## src/sv/frsbp_pkg.sv

```systemverilog
`timescale 1ns / 1ps

package frsbp_pkg;

  // Action codes carried by each input word.
  typedef enum logic [2:0] {
    ACT_TICK      = 3'd0,
    ACT_ARM       = 3'd1,
    ACT_START     = 3'd2,
    ACT_PAUSE     = 3'd3,
    ACT_RESUME    = 3'd4,
    ACT_STOP      = 3'd5,
    ACT_TAKE_TAIL = 3'd6
  } action_t;

  // Run status reported with every result word.
  typedef enum logic [2:0] {
    MODE_STOPPED = 3'd0,
    MODE_READY   = 3'd1,
    MODE_RUNNING = 3'd2,
    MODE_PAUSED  = 3'd3,
    MODE_OVERRUN = 3'd4
  } mode_t;

  // Configuration register indexes.
  localparam logic [1:0] REG_BASE_PERIOD = 2'd0;
  localparam logic [1:0] REG_REMAINDER   = 2'd1;
  localparam logic [1:0] REG_DIVISOR     = 2'd2;

  // Configuration reset values.
  localparam logic [15:0] BASE_PERIOD_RESET = 16'd362;
  localparam logic [15:0] REMAINDER_RESET   = 16'd35800;
  localparam logic [15:0] DIVISOR_RESET     = 16'd44100;

  // Bits in one packed byte.
  localparam logic [3:0] BITS_PER_BYTE = 4'd8;

  // Timing configuration seen by the sampling engine.
  typedef struct packed {
    logic [15:0] base_period_ticks;
    logic [15:0] period_remainder;
    logic [15:0] rate_divisor;
  } cfg_t;

  // One result word.
  typedef struct packed {
    logic       accepted;
    logic       byte_valid;
    logic [7:0] data_byte;
    logic [3:0] bit_count;
    logic       is_tail;
    mode_t      run_status;
    logic [3:0] pending_count;
  } result_t;

endpackage

```

## src/sv/frsbp_cfg.sv

```systemverilog
`timescale 1ns / 1ps

module frsbp_cfg (
  input  logic               clk,
  input  logic               rst,
  input  logic               cfg_we,
  input  logic [1:0]         cfg_index,
  input  logic [15:0]        cfg_data,
  output frsbp_pkg::cfg_t    cfg
);

  // Timing registers; an index past the last register is dropped.
  always_ff @(posedge clk) begin
    if (rst) begin
      cfg.base_period_ticks <= frsbp_pkg::BASE_PERIOD_RESET;
      cfg.period_remainder  <= frsbp_pkg::REMAINDER_RESET;
      cfg.rate_divisor      <= frsbp_pkg::DIVISOR_RESET;
    end else if (cfg_we) begin
      unique case (cfg_index)
        frsbp_pkg::REG_BASE_PERIOD: cfg.base_period_ticks <= cfg_data;
        frsbp_pkg::REG_REMAINDER:   cfg.period_remainder  <= cfg_data;
        frsbp_pkg::REG_DIVISOR:     cfg.rate_divisor      <= cfg_data;
        default: ;
      endcase
    end
  end

endmodule

```

## src/sv/frsbp_core.sv

```systemverilog
`timescale 1ns / 1ps

module frsbp_core (
  input  logic                 clk,
  input  logic                 rst,
  input  logic                 fire,
  input  logic [2:0]           action,
  input  logic                 line_level,
  input  logic                 sink_ready,
  input  frsbp_pkg::cfg_t      cfg,
  output frsbp_pkg::result_t   result
);

  frsbp_pkg::mode_t mode, mode_next;
  logic [15:0] tick_count, tick_count_next;
  logic [15:0] current_period, current_period_next;
  logic [15:0] phase_accum, phase_accum_next;
  logic [7:0]  shift_byte, shift_byte_next;
  logic [3:0]  shift_count, shift_count_next;
  logic [7:0]  held_tail_byte, held_tail_byte_next;
  logic [3:0]  held_tail_count, held_tail_count_next;
  logic        tail_present, tail_present_next;

  logic [16:0] phase_sum;
  logic        phase_wrap;
  logic [15:0] phase_after;
  logic [15:0] period_after;
  logic [7:0]  merged_byte;
  logic [3:0]  packed_count;

  // Fractional step: one extra tick when the phase reaches the divisor.
  always_comb begin
    phase_sum    = {1'b0, phase_accum} + {1'b0, cfg.period_remainder};
    phase_wrap   = (phase_sum >= {1'b0, cfg.rate_divisor});
    phase_after  = phase_wrap ? 16'(phase_sum - {1'b0, cfg.rate_divisor}) : phase_sum[15:0];
    period_after = phase_wrap ? cfg.base_period_ticks : cfg.base_period_ticks - 16'd1;
  end

  // The packer with the current sample added at the next free bit.
  always_comb begin
    merged_byte  = shift_byte | ({7'd0, line_level} << shift_count[2:0]);
    packed_count = shift_count + 4'd1;
  end

  // Next state and result word for one input word.
  always_comb begin
    mode_next            = mode;
    tick_count_next      = tick_count;
    current_period_next  = current_period;
    phase_accum_next     = phase_accum;
    shift_byte_next      = shift_byte;
    shift_count_next     = shift_count;
    held_tail_byte_next  = held_tail_byte;
    held_tail_count_next = held_tail_count;
    tail_present_next    = tail_present;
    result.accepted      = 1'b0;
    result.byte_valid    = 1'b0;
    result.data_byte     = 8'd0;
    result.bit_count     = 4'd0;
    result.is_tail       = 1'b0;

    unique case (action)
      frsbp_pkg::ACT_TICK: begin
        if (mode == frsbp_pkg::MODE_RUNNING) begin
          result.accepted = 1'b1;
          if (tick_count != current_period) begin
            tick_count_next = tick_count + 16'd1;
          end else begin
            tick_count_next  = 16'd0;
            shift_byte_next  = merged_byte;
            shift_count_next = packed_count;
            if (packed_count >= frsbp_pkg::BITS_PER_BYTE && !sink_ready) begin
              // Keep the full byte and freeze the period.
              mode_next = frsbp_pkg::MODE_OVERRUN;
            end else begin
              if (packed_count >= frsbp_pkg::BITS_PER_BYTE) begin
                result.byte_valid = 1'b1;
                result.data_byte  = merged_byte;
                result.bit_count  = frsbp_pkg::BITS_PER_BYTE;
                shift_byte_next   = 8'd0;
                shift_count_next  = 4'd0;
              end
              phase_accum_next    = phase_after;
              current_period_next = period_after;
            end
          end
        end
      end
      frsbp_pkg::ACT_ARM: begin
        result.accepted      = 1'b1;
        tick_count_next      = 16'd0;
        phase_accum_next     = 16'd0;
        shift_byte_next      = 8'd0;
        shift_count_next     = 4'd0;
        held_tail_byte_next  = 8'd0;
        held_tail_count_next = 4'd0;
        tail_present_next    = 1'b0;
        mode_next            = frsbp_pkg::MODE_READY;
      end
      frsbp_pkg::ACT_START: begin
        if (mode == frsbp_pkg::MODE_READY) begin
          result.accepted     = 1'b1;
          tick_count_next     = 16'd0;
          current_period_next = cfg.base_period_ticks - 16'd1;
          mode_next           = frsbp_pkg::MODE_RUNNING;
        end
      end
      frsbp_pkg::ACT_PAUSE: begin
        if (mode == frsbp_pkg::MODE_RUNNING) begin
          result.accepted = 1'b1;
          mode_next       = frsbp_pkg::MODE_PAUSED;
        end
      end
      frsbp_pkg::ACT_RESUME: begin
        if (mode == frsbp_pkg::MODE_PAUSED) begin
          result.accepted     = 1'b1;
          tick_count_next     = 16'd0;
          current_period_next = cfg.base_period_ticks - 16'd1;
          mode_next           = frsbp_pkg::MODE_RUNNING;
        end
      end
      frsbp_pkg::ACT_STOP: begin
        result.accepted = 1'b1;
        // A non-empty packer replaces any held tail.
        if (shift_count != 4'd0) begin
          held_tail_byte_next  = shift_byte;
          held_tail_count_next = shift_count;
          tail_present_next    = 1'b1;
        end
        shift_byte_next  = 8'd0;
        shift_count_next = 4'd0;
        if (mode != frsbp_pkg::MODE_OVERRUN) begin
          mode_next = frsbp_pkg::MODE_STOPPED;
        end
      end
      frsbp_pkg::ACT_TAKE_TAIL: begin
        if (tail_present) begin
          result.accepted      = 1'b1;
          result.byte_valid    = 1'b1;
          result.data_byte     = held_tail_byte;
          result.bit_count     = held_tail_count;
          result.is_tail       = 1'b1;
          held_tail_byte_next  = 8'd0;
          held_tail_count_next = 4'd0;
          tail_present_next    = 1'b0;
        end
      end
      default: ;
    endcase

    result.run_status    = mode_next;
    result.pending_count = tail_present_next ? held_tail_count_next : shift_count_next;
  end

  // State registers advance only when a word is processed.
  always_ff @(posedge clk) begin
    if (rst) begin
      mode            <= frsbp_pkg::MODE_STOPPED;
      tick_count      <= 16'd0;
      current_period  <= 16'd0;
      phase_accum     <= 16'd0;
      shift_byte      <= 8'd0;
      shift_count     <= 4'd0;
      held_tail_byte  <= 8'd0;
      held_tail_count <= 4'd0;
      tail_present    <= 1'b0;
    end else if (fire) begin
      mode            <= mode_next;
      tick_count      <= tick_count_next;
      current_period  <= current_period_next;
      phase_accum     <= phase_accum_next;
      shift_byte      <= shift_byte_next;
      shift_count     <= shift_count_next;
      held_tail_byte  <= held_tail_byte_next;
      held_tail_count <= held_tail_count_next;
      tail_present    <= tail_present_next;
    end
  end

endmodule

```

## src/sv/fractional_rate_bit_sampler_packer.sv

```systemverilog
`timescale 1ns / 1ps

// Fractional-rate one-bit sampler and LSB-first byte packer.
// Input channel (in_valid / in_stall) carries one word per timer tick or
// command: action, line_level and sink_ready. Output channel (out_valid /
// out_stall) returns exactly one result word per input word, in order.
// Timing registers are written through cfg_we / cfg_index / cfg_data; the
// user must do so only while the block is idle, which it does not enforce.
// They take effect for the next word. Throughput: one word per cycle unless
// out_stall holds the output register. An accepted word is registered in the
// input register, processed by the engine once the output register is free
// or draining, and held in the output register. The state update is a single
// pass of a 17-bit phase add and compare, which sets the cycle.
// When out_stall holds a full output register, the processed word waits
// there, one more word is held in the input register and in_stall rises
// until the output is taken. Reset clears both registers, returns the timing
// registers to their defaults and puts the engine in the stopped state.
module fractional_rate_bit_sampler_packer (
  input  logic        clk,
  input  logic        rst,
  input  logic        in_valid,
  output logic        in_stall,
  input  logic [2:0]  action,
  input  logic        line_level,
  input  logic        sink_ready,
  output logic        out_valid,
  input  logic        out_stall,
  output logic        accepted,
  output logic        byte_valid,
  output logic [7:0]  data_byte,
  output logic [3:0]  bit_count,
  output logic        is_tail,
  output logic [2:0]  run_status,
  output logic [3:0]  pending_count,
  input  logic        cfg_we,
  input  logic [1:0]  cfg_index,
  input  logic [15:0] cfg_data
);

  frsbp_pkg::cfg_t    cfg;
  frsbp_pkg::result_t result;
  frsbp_pkg::result_t out_word;

  logic       hold_valid;
  logic [2:0] hold_action;
  logic       hold_level;
  logic       hold_ready;
  logic       advance;

  frsbp_cfg u_cfg (
    .clk       (clk),
    .rst       (rst),
    .cfg_we    (cfg_we),
    .cfg_index (cfg_index),
    .cfg_data  (cfg_data),
    .cfg       (cfg)
  );

  // The held word is processed when the output register is free or draining.
  assign advance  = hold_valid && (!out_valid || !out_stall);
  assign in_stall = hold_valid && !advance;

  // Input register.
  always_ff @(posedge clk) begin
    if (rst) begin
      hold_valid <= 1'b0;
    end else if (!in_stall) begin
      hold_valid <= in_valid;
    end
  end

  always_ff @(posedge clk) begin
    if (!in_stall && in_valid) begin
      hold_action <= action;
      hold_level  <= line_level;
      hold_ready  <= sink_ready;
    end
  end

  frsbp_core u_core (
    .clk        (clk),
    .rst        (rst),
    .fire       (advance),
    .action     (hold_action),
    .line_level (hold_level),
    .sink_ready (hold_ready),
    .cfg        (cfg),
    .result     (result)
  );

  // Output register.
  always_ff @(posedge clk) begin
    if (rst) begin
      out_valid <= 1'b0;
    end else if (advance) begin
      out_valid <= 1'b1;
    end else if (!out_stall) begin
      out_valid <= 1'b0;
    end
  end

  always_ff @(posedge clk) begin
    if (advance) begin
      out_word <= result;
    end
  end

  assign accepted      = out_word.accepted;
  assign byte_valid    = out_word.byte_valid;
  assign data_byte     = out_word.data_byte;
  assign bit_count     = out_word.bit_count;
  assign is_tail       = out_word.is_tail;
  assign run_status    = out_word.run_status;
  assign pending_count = out_word.pending_count;

endmodule

```

## config.mk

```make
export PLATFORM = sky130hd
export DESIGN_NAME = fractional_rate_bit_sampler_packer
export DESIGN_NICKNAME = d
export VERILOG_FILES = /design/src/sv/frsbp_pkg.sv /design/src/sv/frsbp_cfg.sv /design/src/sv/frsbp_core.sv /design/src/sv/fractional_rate_bit_sampler_packer.sv
export SDC_FILE = /design/constraint.sdc
export NUM_CORES = 1
export LEC_CHECK = 0
export ABC_CLOCK_PERIOD_IN_PS = 7200
export BUFFER_PORTS_ARGS = -buffer_cell sky130_fd_sc_hd__buf_2
export CAP_MARGIN = 20
export CORE_MARGIN = 5
export CORE_UTILIZATION = 55
export CTS_BUF_LIST = sky130_fd_sc_hd__clkbuf_4 sky130_fd_sc_hd__clkbuf_8 sky130_fd_sc_hd__clkbuf_16
export DETAILED_ROUTE_END_ITERATION = 8
export PLACE_DENSITY = 0.73
export SLEW_MARGIN = 20
export SYNTH_ARGS = -nofsm -noshare
export SYNTH_HDL_FRONTEND = slang
export SYNTH_SLANG_ARGS = --single-unit
```

## constraint.sdc

```tcl
create_clock -name clk -period 7.2 [get_ports clk]
set_input_delay 0.72 -clock clk [delete_from_list [all_inputs] [get_ports clk]]
set_output_delay 0.72 -clock clk [all_outputs]
set_load 0.05 [all_outputs]
```

==> flow_summary.json <==
{
  "antenna_cells": 0,
  "grt_start_max_net_pins": 105,
  "ff2ff_path_depth": 18,
  "drive_above_1_share_pct": 10.35,
  "worstPathRequired_ns": 7.54,
  "path_common_cell": "ha_1",
  "hold_depth": 2,
  "maxSlewViolCount": 0,
  "wl_per_cell_um": 15.88,
  "synth_nets": 1071,
  "postSynthAreaPerCell_um2": 8.290,
  "fin_util_pct": 62.11,
  "cts_resized": 0,
  "clock_skew_ns": 0.009980,
  "maxCapViolCount": 0,
  "initial_utilization_pct": 55.42,
  "synth_area_mm2": 0.008332,
  "layout_commonest_cell": "nand2_1",
  "critPathMaxFanout": 32,
  "ys_ff_latch": 153,
  "grt-ovfl-total": 0,
  "clk_latency_ns": 0.43,
  "max_freq_mhz": 208.6,
  "hp-class": "flop to flop",
  "cts_tree": "yes",
  "fin_crit_sh_pct": 66.58,
  "chipHeight_um": 133.1,
  "register_area_mm2": 0.003333,
  "worst_pin_slew_ns": 1.012,
  "vdd_drop_max_mv": 0.2316,
  "detailed_place_hpwl_um": 13880,
  "ys_seq_area_share_pct": 40.01,
  "r2r_end": "u_core.current_period[13]",
  "drt_iter0_markers": 488,
  "rsz0062_at_grt": "false",
  "grt_pass1_wl_um": 32890,
  "timing.rr.start": "u_core.phase_accum[0]",
  "syn_inst": 1005,
  "final_cell_mix": "177 x nand2_1, 126 x dfxtp_1, 89 x nor2_1, 89 x a21oi_1, 51 x buf_2",
  "globalRouteMet1Util_pct": 30.91,
  "num_vias": 7117,
  "min_from": "u_core.held_tail_byte[1]",
  "ant_nets": 0,
  "cts_inserted_buffers": 17,
  "cts_sinks": 153,
  "top_usage_layer": "met2",
  "antenna_found_initial": 0,
  "status": "completed",
  "die-area_mm2": 0.01771,
  "timing.critical_path.buf_inv": 1,
  "startpoint_type": "flop",
  "synth.distinct_cells": 71,
  "setup_tns_ns": 0,
  "fp.dieW_um": 133.1,
  "r2r_slack_ns": 2.41,
  "htree_num_levels": 4,
  "core_area_mm2": 0.01503,
  "rows": 45,
  "finalWirelength_um": 19550,
  "synth_flop_cell": "dfxtp_1",
  "viasPerCell": 5.781,
  "crit_type": "flop to flop",
  "multi_input_area_mm2": 0.004671,
  "cts_root_buf": "clkbuf_16",
  "fillCellCount": 1340,
  "grt_use_met2_pct": 36.12,
  "min_delay_worst_endpoint": "u_core.held_tail_byte[1]",
  "power_leakage_nw": 3.697,
  "period_needed_ns": 4.794,
  "dr.pass1.iters": 5,
  "port_buffers": 51,
  "crit_chain": "ha_1 -> inv_1 -> fa_1 -> nor2b_1 -> o31a_1 -> o22ai_1 -> o21bai_1 -> a21oi_1 -> xnor2_1 -> ha_1 -> a211oi_1 -> o21ai_1 -> and4_1 -> a31oi_1 -> o211ai_4 -> and2_4 -> or3_1 -> a311oi_1",
  "final_nets": 1096,
  "grt_usage_pct": 22.60,
  "setup_viol": 0,
  "path_clk_slew_ns": 0.07,
  "cp-end-kind": "flop",
  "synth-edff-count": 27,
  "clk_path_buf_depth": 2,
  "num_io_pins": 52,
  "area_growth_pct": 12.07,
  "p_per_area_mw_per_mm2": 228.7,
  "grtUsageMet3_pct": 4.867,
  "cts.hold.buffers_added": 0,
  "worstPathArrival_ns": 5.13,
  "slowest_delay_ns": 0.41,
  "yosysWarnings": 0,
  "hold_viol": 0,
  "drc_errors": 0,
  "slowest_stage": "fa_1",
  "gp_congestion": 0.8855,
  "post_cts_buffers": 0,
  "async_reset_ff_share_pct": 0,
  "worst_slew_margin_rel_pct": 32.18,
  "crit_family": "compound AO/OA/AOI/OAI gates",
  "grt_pass1_vias": 6674
}
==> logic make-up after synthesis <==
group                    Yosys count  synth area share [%]
XOR/XNOR                          64                 6.728
AND/OR/NAND/NOR                  418                 23.77
multiplexers                      13                 1.562
adder cells (fa/ha/maj)           38                 5.887
flip-flops                       153                 40.01
AO/OA/AOI/OAI                    234                 18.05
buffers and inverters             85                 3.994
==> final cells by class <==
cell class,count,share of cell area (%)
Multi-Input combinational cell,767,50.02
Sequential cell,153,35.70
Clock buffer,21,5.132
Timing Repair Buffer,57,3.216
Tap cell,188,2.519
Clock inverter,11,2.050
Inverter,34,1.367
==> report_power, final <==
group	internal, mW	total [mW]	switching [mW]
logic	0.0738	0.211	0.138
clock network	0.653	1.01	0.360
registers	0.892	0.911	0.0189
==> state kept, by name, indices dropped and copies added, names as in the netlist, 8 cells and up <==
| register | cells |
|---|---|
| u_core.tick_count | 16 |
| u_core.held_tail_byte | 8 |
| u_core.current_period | 16 |
| data_byte | 8 |
| u_cfg.cfg | 48 |
| u_core.shift_byte | 8 |
| u_core.phase_accum | 16 |
==> per-layer routing <==
layer / vias to the layer above / routed length [um] / share of wire, %
met5: - / 0 / 0
met4: 0 / 283 / 1.4
met3: 25 / 874 / 4.5
met2: 157 / 9120 / 47
met1: 3353 / 9273 / 47
li1: 3582 / - / -
==> tightest hold or removal path: stages, from the launching register on <==
cell,delay [ns]
dfxtp_1,0.31
nand2_1,0.05
a21oi_1,0.05
==> cells in the mapped netlist (4+ instances only) <==
cell        n  share of area [%]
and3_1      6               0.45
a31oi_1    10               0.75
nor2b_1    13               0.98
o22ai_1     4               0.30
a22oi_1     5               0.45
a21oi_1    89                5.3
a211oi_1   19                1.7
nand2_1   177                8.0
o21bai_1    5               0.45
and2_1      7               0.53
nor2_1     89                4.0
ha_1       36                5.4
nor3_1     19                1.1
a21o_1      9               0.81
nand3b_1   24                2.2
o21ai_0    20                1.2
nand4_1    12               0.90
mux2i_1    13                1.6
a221o_1     4               0.48
inv_1      34                1.5
o21a_1      7               0.63
xor2_1     31                3.3
dfxtp_1   126                 30
or3_1      14                1.1
buf_1       4               0.18
buf_2       5               0.30
nor4_1      5               0.38
o21ai_1    24                1.4
edfxtp_1   27                9.7
nand3_1    21                1.3
nand2b_1   10               0.75
xnor2_1    33                3.5
clkbuf_1   41                1.8
or2_2       4               0.30
==> how the worst max path moves through the flow <==
stage,start,end,depth (start not counted)
after floorplan,u_cfg.cfg[16],u_core.current_period[13],19
after global placement,u_cfg.cfg[16],u_core.current_period[15],18
after detailed placement,u_core.phase_accum[0],u_core.current_period[2],18
after CTS,u_core.phase_accum[0],u_core.current_period[13],18
after global routing,u_core.phase_accum[0],u_core.current_period[13],18
final,u_core.phase_accum[0],u_core.current_period[13],18
==> metrics by stage <==
stage / worst slack, ns / power (mW) / cell area (um^2) / hold WS (ns) / cells
after global routing: 2.032 / 2.206 / 9338 / 0.4532 / 1231
after detailed placement: 2.532 / 1.139 / 8667 / 0.4448 / 1199
final: 2.406 / 2.136 / 9338 / 0.4522 / 1231
after global placement: 2.672 / 1.136 / 8667 / 0.4391 / 1199
after CTS: 2.472 / 2.148 / 9338 / 0.4533 / 1231
after floorplan: 3.213 / 1.084 / 8332 / 0.4302 / 1005
Power figures use the tool's default switching activity.
